`src/rtl/core/heightmap_normal_map_encoder_defines.svh`:
```
// Assertion macros shared by the height map normal encoder RTL.
`ifndef HEIGHTMAP_NORMAL_MAP_ENCODER_DEFINES_SVH
`define HEIGHTMAP_NORMAL_MAP_ENCODER_DEFINES_SVH

// Check a property on every clock edge outside reset.
`define HNME_ASSERT(label, prop, msg) \
  label: assert property (@(posedge clk) disable iff (rst) prop) else $error(msg);

// Check a property on every clock edge, reset included.
`define HNME_ASSERT_ALWAYS(label, prop, msg) \
  label: assert property (@(posedge clk) prop) else $error(msg);

`endif

```
`src/rtl/core/hnme_pkg.sv`:
```
// Types, constants and arithmetic helpers of the height map normal encoder.
package hnme_pkg;

  // Input word.
  typedef struct packed {
    logic       op;
    logic [7:0] pixel_x;
    logic [7:0] pixel_y;
    logic [15:0] height_sample;
  } in_word_t;

  // Result word.
  typedef struct packed {
    logic [7:0] out_x;
    logic [7:0] out_y;
    logic [7:0] normal_x_byte;
    logic [7:0] normal_y_byte;
    logic [7:0] normal_z_byte;
    logic [7:0] alpha_byte;
  } out_word_t;

  // Control into and status out of the root/divide unit.
  typedef struct packed {
    logic start;
    logic mode;
  } iter_ctl_t;

  typedef struct packed {
    logic busy;
    logic done;
  } iter_sts_t;

  localparam logic OP_WRITE   = 1'b0;
  localparam logic OP_COMPUTE = 1'b1;

  localparam logic MODE_SQRT = 1'b0;
  localparam logic MODE_DIV  = 1'b1;

  // Configuration register indexes.
  localparam logic [2:0] REG_WIDTH  = 3'd0;
  localparam logic [2:0] REG_HEIGHT = 3'd1;
  localparam logic [2:0] REG_WRAP   = 3'd2;
  localparam logic [2:0] REG_GAIN_X = 3'd3;
  localparam logic [2:0] REG_GAIN_Y = 3'd4;

  localparam int CFG_DATA_W = 24;
  localparam int MUL_W      = 29;
  localparam int PROD_W     = 58;
  localparam int RND_W      = 42;
  localparam int ACC_W      = 20;
  localparam int GRAD_W     = 28;
  localparam int MAG_W      = 17;
  localparam int NRM_W      = 18;
  localparam int Q_W        = 37;

  localparam logic signed [MUL_W-1:0] EDGE_WEIGHT = 29'sd92681;
  localparam logic signed [MUL_W-1:0] UNIT_WEIGHT = 29'sd65536;
  localparam logic [MAG_W-1:0]        MAG_MAX     = 17'd65536;

  // Neighbour selection along one axis.
  localparam logic [1:0] SEL_PREV = 2'd0;
  localparam logic [1:0] SEL_MID  = 2'd1;
  localparam logic [1:0] SEL_NEXT = 2'd2;

  // Read step k: step 0 is the centre, steps 1..8 walk the neighbours
  // row by row: previous row, own row (left, right), next row.
  function automatic logic [1:0] nb_col(input logic [3:0] k);
    logic [1:0] s;
    case (k)
      4'd1, 4'd4, 4'd6: s = SEL_PREV;
      4'd3, 4'd5, 4'd8: s = SEL_NEXT;
      default:          s = SEL_MID;
    endcase
    return s;
  endfunction

  function automatic logic [1:0] nb_row(input logic [3:0] k);
    logic [1:0] s;
    case (k)
      4'd1, 4'd2, 4'd3: s = SEL_PREV;
      4'd6, 4'd7, 4'd8: s = SEL_NEXT;
      default:          s = SEL_MID;
    endcase
    return s;
  endfunction

  // Neighbour n (0..7): edge neighbours are weighted by sqrt(2).
  function automatic logic nb_edge(input logic [2:0] n);
    return (n == 3'd1) || (n == 3'd3) || (n == 3'd4) || (n == 3'd6);
  endfunction

  // Contribution of neighbour n to right-left (+1, -1 or none).
  function automatic logic [1:0] nb_dx(input logic [2:0] n);
    logic [1:0] s;
    case (n)
      3'd0, 3'd3, 3'd5: s = 2'b11;
      3'd2, 3'd4, 3'd7: s = 2'b01;
      default:          s = 2'b00;
    endcase
    return s;
  endfunction

  // Contribution of neighbour n to next row minus previous row (+1, -1 or none).
  function automatic logic [1:0] nb_dy(input logic [2:0] n);
    logic [1:0] s;
    case (n)
      3'd0, 3'd1, 3'd2: s = 2'b11;
      3'd5, 3'd6, 3'd7: s = 2'b01;
      default:          s = 2'b00;
    endcase
    return s;
  endfunction

  // Drop 16 fraction bits, rounding to nearest with ties away from zero.
  function automatic logic signed [RND_W-1:0] rnd16(input logic signed [PROD_W-1:0] v);
    logic [PROD_W-1:0] m;
    logic [PROD_W-1:0] r;
    logic signed [RND_W-1:0] q;
    m = v[PROD_W-1] ? PROD_W'(-v) : PROD_W'(v);
    r = (m + PROD_W'(32768)) >> 16;
    q = RND_W'(r);
    return v[PROD_W-1] ? -q : q;
  endfunction

  // Saturate to Q12.16.
  function automatic logic signed [GRAD_W-1:0] sat_grad(input logic signed [RND_W-1:0] v);
    logic signed [RND_W-1:0] hi;
    logic signed [RND_W-1:0] lo;
    logic signed [GRAD_W-1:0] r;
    hi = RND_W'(134217727);
    lo = -RND_W'(134217728);
    if (v > hi) begin
      r = GRAD_W'(hi);
    end else if (v < lo) begin
      r = GRAD_W'(lo);
    end else begin
      r = GRAD_W'(v);
    end
    return r;
  endfunction

  // Clamp a normal component to [-1, 1] in Q.16.
  function automatic logic signed [NRM_W-1:0] clamp_unit(input logic signed [RND_W-1:0] v);
    logic signed [RND_W-1:0] hi;
    logic signed [NRM_W-1:0] r;
    hi = RND_W'(65536);
    if (v > hi) begin
      r = NRM_W'(hi);
    end else if (v < -hi) begin
      r = NRM_W'(-hi);
    end else begin
      r = NRM_W'(v);
    end
    return r;
  endfunction

  // Encode a component in [-1, 1] as round((v+1)*127.5).
  function automatic logic [7:0] enc_byte(input logic signed [NRM_W-1:0] v);
    logic signed [NRM_W:0] u;
    logic [26:0] t;
    logic [9:0] b;
    u = {v[NRM_W-1], v} + (NRM_W+1)'(65536);
    t = 27'(u[NRM_W-1:0]) * 27'd255 + 27'd65536;
    b = t[26:17];
    return (b > 10'd255) ? 8'd255 : b[7:0];
  endfunction

  // Height to byte, round(h*255).
  function automatic logic [7:0] alpha_enc(input logic [15:0] h);
    logic [23:0] t;
    t = 24'(h) * 24'd255 + 24'd32768;
    return t[23:16];
  endfunction

endpackage

```
`src/rtl/core/hnme_rootdiv.sv`:
```
// Shared iterative unit: bit-serial square root and restoring division.
module hnme_rootdiv
  import hnme_pkg::*;
(
  input  logic          clk,
  input  logic          rst,
  input  iter_ctl_t     ctl,
  input  logic [63:0]   opnd,
  input  logic [31:0]   divisor,
  output iter_sts_t     sts,
  output logic [Q_W-1:0] result
);

  localparam int REM_W = 36;
  localparam logic [5:0] SQRT_STEPS = 6'd32;
  localparam logic [5:0] DIV_STEPS  = 6'd37;

  logic [63:0]      src;
  logic [REM_W-1:0] rem;
  logic [Q_W-1:0]   q;
  logic [31:0]      dvs;
  logic [5:0]       cnt;
  logic             mode;
  logic             busy;
  logic             done;
  logic [REM_W-1:0] op_a;
  logic [REM_W-1:0] op_b;
  logic [REM_W:0]   diff;
  logic             ge;

  // One compare-subtract per step, shared by both operations.
  always_comb begin
    if (mode == MODE_SQRT) begin
      op_a = {rem[REM_W-3:0], src[63:62]};
      op_b = {q[REM_W-3:0], 2'b01};
    end else begin
      op_a = {rem[REM_W-2:0], src[63]};
      op_b = REM_W'(dvs);
    end
    diff = {1'b0, op_a} - {1'b0, op_b};
    ge   = !diff[REM_W];
  end

  // Sequence the steps.
  always_ff @(posedge clk) begin
    if (rst) begin
      busy <= 1'b0;
      done <= 1'b0;
      cnt  <= '0;
      mode <= MODE_SQRT;
    end else begin
      done <= 1'b0;
      if (ctl.start && !busy) begin
        busy <= 1'b1;
        mode <= ctl.mode;
        cnt  <= (ctl.mode == MODE_SQRT) ? SQRT_STEPS - 6'd1 : DIV_STEPS - 6'd1;
      end else if (busy) begin
        cnt <= cnt - 6'd1;
        if (cnt == '0) begin
          busy <= 1'b0;
          done <= 1'b1;
        end
      end
    end
  end

  // Shift operand in, remainder and quotient along; hold the divisor.
  always_ff @(posedge clk) begin
    if (ctl.start && !busy) begin
      src <= (ctl.mode == MODE_SQRT) ? opnd : {opnd[Q_W-1:0], 27'b0};
      rem <= '0;
      q   <= '0;
      dvs <= divisor;
    end else if (busy) begin
      src <= (mode == MODE_SQRT) ? {src[61:0], 2'b00} : {src[62:0], 1'b0};
      rem <= ge ? diff[REM_W-1:0] : op_a;
      q   <= {q[Q_W-2:0], ge};
    end
  end

  assign sts.busy = busy;
  assign sts.done = done;
  assign result   = q;

endmodule
```
`config.mk`:
```
export PLATFORM = sky130hd
export DESIGN_NAME = hnme_rootdiv
export DESIGN_NICKNAME = d
export VERILOG_FILES = /design/src/rtl/core/heightmap_normal_map_encoder_defines.svh /design/src/rtl/core/hnme_pkg.sv /design/src/rtl/core/hnme_rootdiv.sv
export SDC_FILE = /design/constraint.sdc
export NUM_CORES = 1
export LEC_CHECK = 0
export ABC_CLOCK_PERIOD_IN_PS = 10570
export BUFFER_PORTS_ARGS = -buffer_cell sky130_fd_sc_hd__buf_2
export CAP_MARGIN = 10
export CORE_MARGIN = 8
export CORE_UTILIZATION = 41
export CTS_CLUSTER_SIZE = 20
export DETAILED_ROUTE_END_ITERATION = 8
export SLEW_MARGIN = 20
export SYNTH_ARGS = -nofsm -noshare
export SYNTH_HDL_FRONTEND = slang
export SYNTH_SLANG_ARGS = --single-unit
```
`constraint.sdc`:
```
create_clock -name clk -period 10.57 [get_ports clk]
set_input_delay 1.057 -clock clk [delete_from_list [all_inputs] [get_ports clk]]
set_output_delay 1.057 -clock clk [all_outputs]
set_load 0.03 [all_outputs]
```
After elaboration in Yosys (flattened, before gate mapping)
Cells that the tools add are included.

storage, ports and cells
  logic and storage cells = 31
  register bits = 177
  output and inout port bits = 39
  input bits = 100

cells by class
  bitwise gates (word level) = 1
  add/sub/neg operators = 2
  reductions and logical operators = 6
  multiplexer cells = 14

operator list
  operator                                           number
  2-to-1 mux 64 bit                                  4
  2-to-1 mux 36 bit                                  2
  subtractor 36 x 36 -> 37 bit                       1
  2-to-1 mux 35 bit                                  1
  2-to-1 mux 6 bit                                   3
  zero test 6 bit                                    1
  subtractor 6 x 1 -> 6 bit (second input constant)  1
  2-to-1 mux 1 bit                                   4
  OR reduction 3 bit                                 1
  zero test 1 bit                                    2
  nonzero test 2 bit                                 1
  logical AND 1 bit                                  1
  inverter 1 bit                                     1

Depth between registers and ports, before layout
Gate-level depths: netlist (run 1).

  depth after elaboration = 4
  depth in mapped cells = 18
  depth with buffers taken out = 14

Worst setup path before layout (run 1)
No wires, ideal clock.

  path kind = reg2reg
  start point = register mode
  end point = register rem[18]
  arrival = 4.083 ns
  required time = 10.437 ns
  stages on the path, launching flop included = 18
  buffers on the path = 5
  clock period less this slack = 4.216 ns
  slack = 6.354 ns
  library setup time = 0.133 ns
  cells stage by stage = dfxtp_1 > clkbuf_1 > clkbuf_1 > clkbuf_1 > clkbuf_1 > mux2i_1 > ha_1 > nand2_1 > nor2_1 > a21oi_1 > a2111oi_2 > nor3_1 > o21ai_2 > a31oi_1 > o31ai_4 > buf_6 > mux2i_1 > o22ai_1

between the ends
  word-level cells in the longest chain between the ends = 3
  elaborated cells between the ends (all ways) = 4
  those cells by class = add/sub: 1; mux: 3

ends and longest elaborated chain
  item                          RTL line            source
  start: declaration            hnme_rootdiv.sv:23  logic mode;
  start signal: assignment      hnme_rootdiv.sv:55  mode <= ctl.mode;
  2-to-1 mux 36 bit             hnme_rootdiv.sv:33  if (mode == MODE_SQRT) begin
  subtractor 36 x 36 -> 37 bit  hnme_rootdiv.sv:40  diff = {1'b0, op_a} - {1'b0, op_b};
  2-to-1 mux 35 bit (*)         hnme_rootdiv.sv:76  rem <= ge ? diff[REM_W-1:0] : op_a;
  end signal: assignment        hnme_rootdiv.sv:76
  end: declaration              hnme_rootdiv.sv:19  logic [REM_W-1:0] rem;

Mark *: on every way between the ends. The rest lies on a longest branch, timed or not.
A chain may end at the register's enable or synchronous reset.

Worst setup path in the final report (run 1)
  start point = register mode
  end point = register rem[6]

Same word-level chain as after synthesis.

==> flow_summary.toml, run 1 <==
[status]
status = "completed"

[finish]
diodes = 0
drive_gt1_share_pct = 18.87
stdcell_area_sq_um = 11740
num-fill-cells = 2434
syn2layout_area_growth_pct = 14.08
fin_nets = 1292
mostFrequentLayoutCell = "nand2_1"
final_cell_mix = "nand2_1 (148), buf_2 (138), mux2i_1 (115), edfxtp_1 (96), dfxtp_1 (79)"

[critical_path]
crit_arrival_ns = 5.67
cp-start-kind = "register"
worstPathCellList = "buf_4 -> mux2_2 -> ha_1 -> nand2_1 -> nor2_1 -> a21oi_1 -> a2111oi_2 -> nor3_1 -> o21ai_2 -> a31oi_1 -> o31ai_4 -> buf_4 -> mux2i_1 -> o21ai_1"
crit_path_max_fanout = 60
path_class = "register to register"
end_kind = "register"
slowest_stage = "o31ai_4"
crit_family = "compound AO/OA/AOI/OAI gates"
critPathBufInv = 2
cp_slowest_stage_delay_ns = 0.73
ff2ff_setup_slack_ns = 5.19
worstPathRequired_ns = 10.86
cpMostUsedCell = "buf_4"

[placement]
place.gp.congestion = 0.8142
port_buffers = 138
dp_hpwl_um = 16270
place_area_sq_um = 11180

[synth]
synth_edf_count = 96
ys_types = 53
async_flop_share_pct = 0
syn-num-nets = 1198
ys_ff_latch = 177
seq_area_frac_synth_pct = 43.78
syn_area_per_cell_sq_um = 9.715
synth_area_sq_um = 10290
synth_ff_type = "edfxtp_1"
synthCells = 1059
yosysWarnings = 0

[global_routing]
grtUsageTotal_pct = 15.78
grtUsageMet2_pct = 24.21
grt_max_degree = 114
antenna_found_initial = 0
grt_pass1_vias = 7845
top_usage_layer = "met2"
grtUsageMet3_pct = 2.907
grtUsageMet1_pct = 22.27
grt_overflow = 0
grt_first_pass_wirelength_um = 40210

[clocking]
cts.path.max_buffers = 2
clockRootBuffer = "clkbuf_16"
cts_hold_buf = 0
clk_pin_slew_ns = 0.07
clock-sinks = 177
h-tree-depth = 4
cts_tree = "done"
cts_setup_buffers = 0
cts_buffers = 17
clock_latency_ns = 0.43
post_cts_resized = 0

[power]
power_switching_uw = 1021
comb_power_share_pct = 44.4
ir_drop_uv = 144.2
power_density_nw_per_um2 = 229.6
seqPwrFrac_pct = 33.2
p_int_uw = 1674
p_sw_share_pct = 37.88
leakage_uw = 0.004601
clkPwrFrac_pct = 22.4

[min_path]
hp-class = "register to register"

[die]
die_w_um = 174.4
die_area_sq_um = 30420
design.core.area_sq_um = 24890
dieHeight_um = 174.4
io_pins = 139
initial_core_util_pct = 41.33
fp-row-count = 58

[routing]
num_vias = 7923
firstDrtPassIters = 5
routed_wl_um = 24320
avgRoutedWirePerCell_um = 16.26
routed_via_density = 5.296
drtAntennaViolNets = 0
drc = 0
first_iter_violations = 536

[sta]
skew_ns = 0.01131
timing.slew.headroom_pct = 29.15
finalSetupViolations = 0
hold_viol = 0
timing.final.crit_share_pct = 50.86
drv_slew = 0
fmax_ghz = 0.1860
max_slew.worst_pin.slew_ns = 1.063
fin_tns_setup_ns = 0
rsz0062_at_grt = "false"
period_minus_slack_ns = 5.376

[run]
cap_viol_max_count = 0
## state kept, by name, indices dropped and copies added, names as in the netlist
| name | count |
|---|---|
| cnt | 6 |
| mode | 1 |
| rem | 35 |
| src | 64 |
| busy | 1 |
| done | 1 |
| dvs | 32 |
| result | 37 |
## worst paths after layout
check | start | endpoint | cells after the start
setup / recovery | mode$_SDFFE_PP0P_ | rem[6]$_SDFFE_PP0P_ | 14
hold / removal | rem[17]$_SDFFE_PP0P_ | rem[17]$_SDFFE_PP0P_ | 2
setup reg to reg | mode$_SDFFE_PP0P_ | rem[6]$_SDFFE_PP0P_ | 14
hold reg to reg | rem[17]$_SDFFE_PP0P_ | rem[17]$_SDFFE_PP0P_ | 2
## cells by family after synthesis
| group | Yosys count | synth area share, % |
|---|---|---|
| buffers and inverters | 89 | 3.502 |
| AOI/OAI and AO/OA | 289 | 17.16 |
| xor gates and xnor gates | 34 | 2.894 |
| DFF | 177 | 43.78 |
| muxes | 145 | 14.47 |
| and+or+nand+nor | 286 | 13.38 |
| adders and majority gates | 39 | 4.816 |
## synthesized netlist by cell type (3+ instances only)
cell type,n,area share (%)
nand2_1,148,5.4
mux2i_1,115,11
edfxtp_1,96,28
dfxtp_1,81,16
a21oi_1,73,3.6
o21ai_0,70,3.4
clkbuf_1,56,2.0
a211oi_1,47,3.4
nor2b_1,40,2.4
ha_1,38,4.6
o21ai_1,33,1.6
mux2_2,29,3.2
nand3b_1,28,2.0
nor2_1,22,0.80
xnor2_1,22,1.9
a21o_1,20,1.5
nand3_1,17,0.83
inv_1,15,0.55
o211ai_1,14,1.0
xor2_1,12,1.0
buf_1,10,0.36
nand2b_1,9,0.55
nor3_1,8,0.39
a31oi_1,6,0.36
and3_1,6,0.36
o221ai_1,5,0.43
o21bai_1,4,0.29
a211o_1,3,0.26
buf_2,3,0.15
## metrics by stage
stage                     util (%)  total power [uW]  setup slack, ns  cells  hold slack [ns]
after floorplan                  -              1863            6.354   1059           0.4355
after global placement       44.87              2080            5.006   1463           0.4490
after detailed placement     44.93              2093            5.247   1464           0.4569
after CTS                    47.15              2714            5.210   1496           0.4670
after global routing         47.15              2886            4.792   1496           0.4820
final                        47.15              2695            5.194   1496           0.4635
## power groups by stage
stage          Clock [uW]  Combinational [uW]  Sequential, uW
3_5_place_dp            0                1190             908
6_report              605                1200             895
3_3_place_gp            0                1170             909
4_1_cts               622                1200             894
2_1_floorplan           0                 968             896
5_1_grt               647                1330             906
## metal layers
layer	share of wire, %	wire [um]	up-vias
met3	3.4	831	17
met1	51	12360	3691
li1	-	-	4066
met5	0	0	-
met4	0.96	234	0
met2	45	10890	149
## final cells by class
class                           instances  area, sq um  share of cell area [%]
Sequential cell                       177         4509                   38.42
Multi-Input combinational cell        793         5426                   46.23
Clock inverter                         15        127.6                   1.087
Inverter                               16        62.56                  0.5330
Timing Repair Buffer                  148        773.2                   6.588
Clock buffer                           17        425.4                   3.624
Tap cell                              330        412.9                   3.518
## tightest hold or removal path: cells and delay by family, from the launching register on
kind	cells	cell delay (ns)
and+or+nand+nor	1	0.05
AOI/OAI and AO/OA	1	0.05
DFF	1	0.32
Note: power is estimated with default switching activity, not from simulation.
==> run 2, diff against run 1 <==
Settings changed: ABC_CLOCK_PERIOD_IN_PS 10570 to 5490.
Clock period 10.57 ns to 5.49 ns, I/O delays scaled along.
==> run 2 against run 1 <==
Against the previous run:
- via count decreased by 0.58%
- design area is 0.51% higher
- clock power rose by 110%
- non-clock buffer count grew 2
- setup slack worse by 4.0 ns
- core utilization rose by 0.24 points
- critical path type unchanged
- largest power group unchanged
==> flow_summary.toml, run 2 (synthesized netlist as in run 1, its figures left out) <==
[routing]
avgRoutedWirePerCell_um = 16.48
first_iter_violations = 464
firstDrtPassIters = 4
routed_wl_um = 24690
drtAntennaViolNets = 0
routed_via_density = 5.258
num_vias = 7877
drc = 0

[sta]
finalSetupViolations = 0
hold_viol = 0
timing.slew.headroom_pct = 38.03
drv_slew = 0
max_slew.worst_pin.slew_ns = 0.9295
fmax_ghz = 0.2333
skew_ns = 0.01188
rsz0062_at_grt = "false"
period_minus_slack_ns = 4.286
fin_tns_setup_ns = 0
timing.final.crit_share_pct = 78.07

[critical_path]
endpoint = "rem[22]$_SDFFE_PP0P_"
crit_start = "mode$_SDFFE_PP0P_"
crit_path_max_fanout = 54
timing.rr.start = "mode$_SDFFE_PP0P_"
end_kind = "register"
reg2reg_depth = 13
crit_arrival_ns = 4.57
worstPathRequired_ns = 5.77
cp-start-kind = "register"
ff2ff_setup_slack_ns = 1.20
path_class = "register to register"
r2r-end = "rem[22]$_SDFFE_PP0P_"

[clocking]
clock-sinks = 177
clk_pin_slew_ns = 0.07
clock_latency_ns = 0.42
clockRootBuffer = "clkbuf_16"
cts_setup_buffers = 0
post_cts_resized = 0
cts_tree = "done"
cts.path.max_buffers = 2
cts_hold_buf = 0
h-tree-depth = 4
cts_buffers = 17

[placement]
port_buffers = 138
dp_hpwl_um = 16550
place.gp.congestion = 0.8569
place_area_sq_um = 11190

[power]
leakage_uw = 0.004640
ir_drop_uv = 233.3
power_density_nw_per_um2 = 447.0

[die]
initial_core_util_pct = 41.33
die_w_um = 174.4
design.core.area_sq_um = 24890
io_pins = 139
die_area_sq_um = 30420
fp-row-count = 58
dieHeight_um = 174.4

[global_routing]
grtUsageMet1_pct = 22.58
antenna_found_initial = 0
grt_first_pass_wirelength_um = 40630
grtUsageMet3_pct = 2.560
grt_max_degree = 96
grtUsageTotal_pct = 15.99
grt_overflow = 0
grtUsageMet2_pct = 24.77
top_usage_layer = "met2"
grt_pass1_vias = 7862

[status]
status = "completed"

[finish]
syn2layout_area_growth_pct = 14.67
fin_nets = 1294
diodes = 0
mostFrequentLayoutCell = "nand2_1"
stdcell_area_sq_um = 11800
drive_gt1_share_pct = 18.92
regMostFlops = "src"
largest_reg_flops = 64
final_cell_mix = "nand2_1 (148), buf_2 (138), mux2i_1 (115), edfxtp_1 (96), dfxtp_1 (79)"

[run]
cap_viol_max_count = 0

[min_path]
hp-class = "input pin to register"
## run 2: changes by cell type in the layout (fill, tap and decap cells not counted), sizes merged
cell and change:
bufinv +3, buf +2, clkinvlp -2, inv -2, clkinv +1
## run 2: worst max-delay path, cell delays in order (launching register included)
cell and delay [ns]:
dfxtp_4 0.84, mux2_2 0.43, ha_1 0.36, o21ai_0 0.13, o21bai_2 0.18, nand3_1 0.12
a2111oi_2 0.44, nor3_1 0.13, o21ai_2 0.22, a31oi_1 0.18, o31ai_4 0.28, buf_4 0.40
mux2i_1 0.26, o21ai_1 0.08
## run 2: cell type report
class | count | area, sq um
well taps | 330 | 412.9
clock buffers | 17 | 425.4
inverters | 16 | 62.56
clock inverters | 15 | 180.2
flip-flops and latches | 177 | 4509
repair buffers | 150 | 780.7
multi-input cells | 793 | 5426
fillers | 2365 | 13090
## run 2: worst min-delay path by stage
stage / startpoint / to / slack (ns) / cells past startpoint
detailed placement: rem[27]$_SDFFE_PP0P_ / rem[27]$_SDFFE_PP0P_ / 0.46 / 2
CTS: divisor[30] / dvs[30]$_DFFE_PP_ / 0.28 / 1
global placement: rem[22]$_SDFFE_PP0P_ / rem[22]$_SDFFE_PP0P_ / 0.45 / 2
global route: divisor[13] / dvs[13]$_DFFE_PP_ / 0.27 / 1
finish: divisor[30] / dvs[30]$_DFFE_PP_ / 0.29 / 1
floorplan: rem[10]$_SDFFE_PP0P_ / rem[10]$_SDFFE_PP0P_ / 0.44 / 2
## run 2: power by group
group          switching (uW)  total [uW]  internal, uW
Combinational            1270        2270          1010
Clock                     551        1280           724
Sequential                113        1720          1610
## run 2: routing by layer
layer / share of wire (%) / wire length (um)
met1: 50 / 12410
met2: 45 / 11180
met3: 3.1 / 771
met4: 1.3 / 321
met5: 0 / 0
## run 2: through the flow
step / hold slack [ns] / power [uW] / std cells / setup slack (ns) / utilization, %
2_1_floorplan: 0.4355 / 3588 / 1059 / 1.274 / -
3_3_place_gp: 0.4484 / 4002 / 1466 / 1.339 / 44.96
3_5_place_dp: 0.4586 / 4012 / 1466 / 1.218 / 44.96
4_1_cts: 0.2772 / 5310 / 1498 / 1.192 / 47.40
5_1_grt: 0.2749 / 5653 / 1498 / 0.8543 / 47.40
6_report: 0.2946 / 5274 / 1498 / 1.204 / 47.40
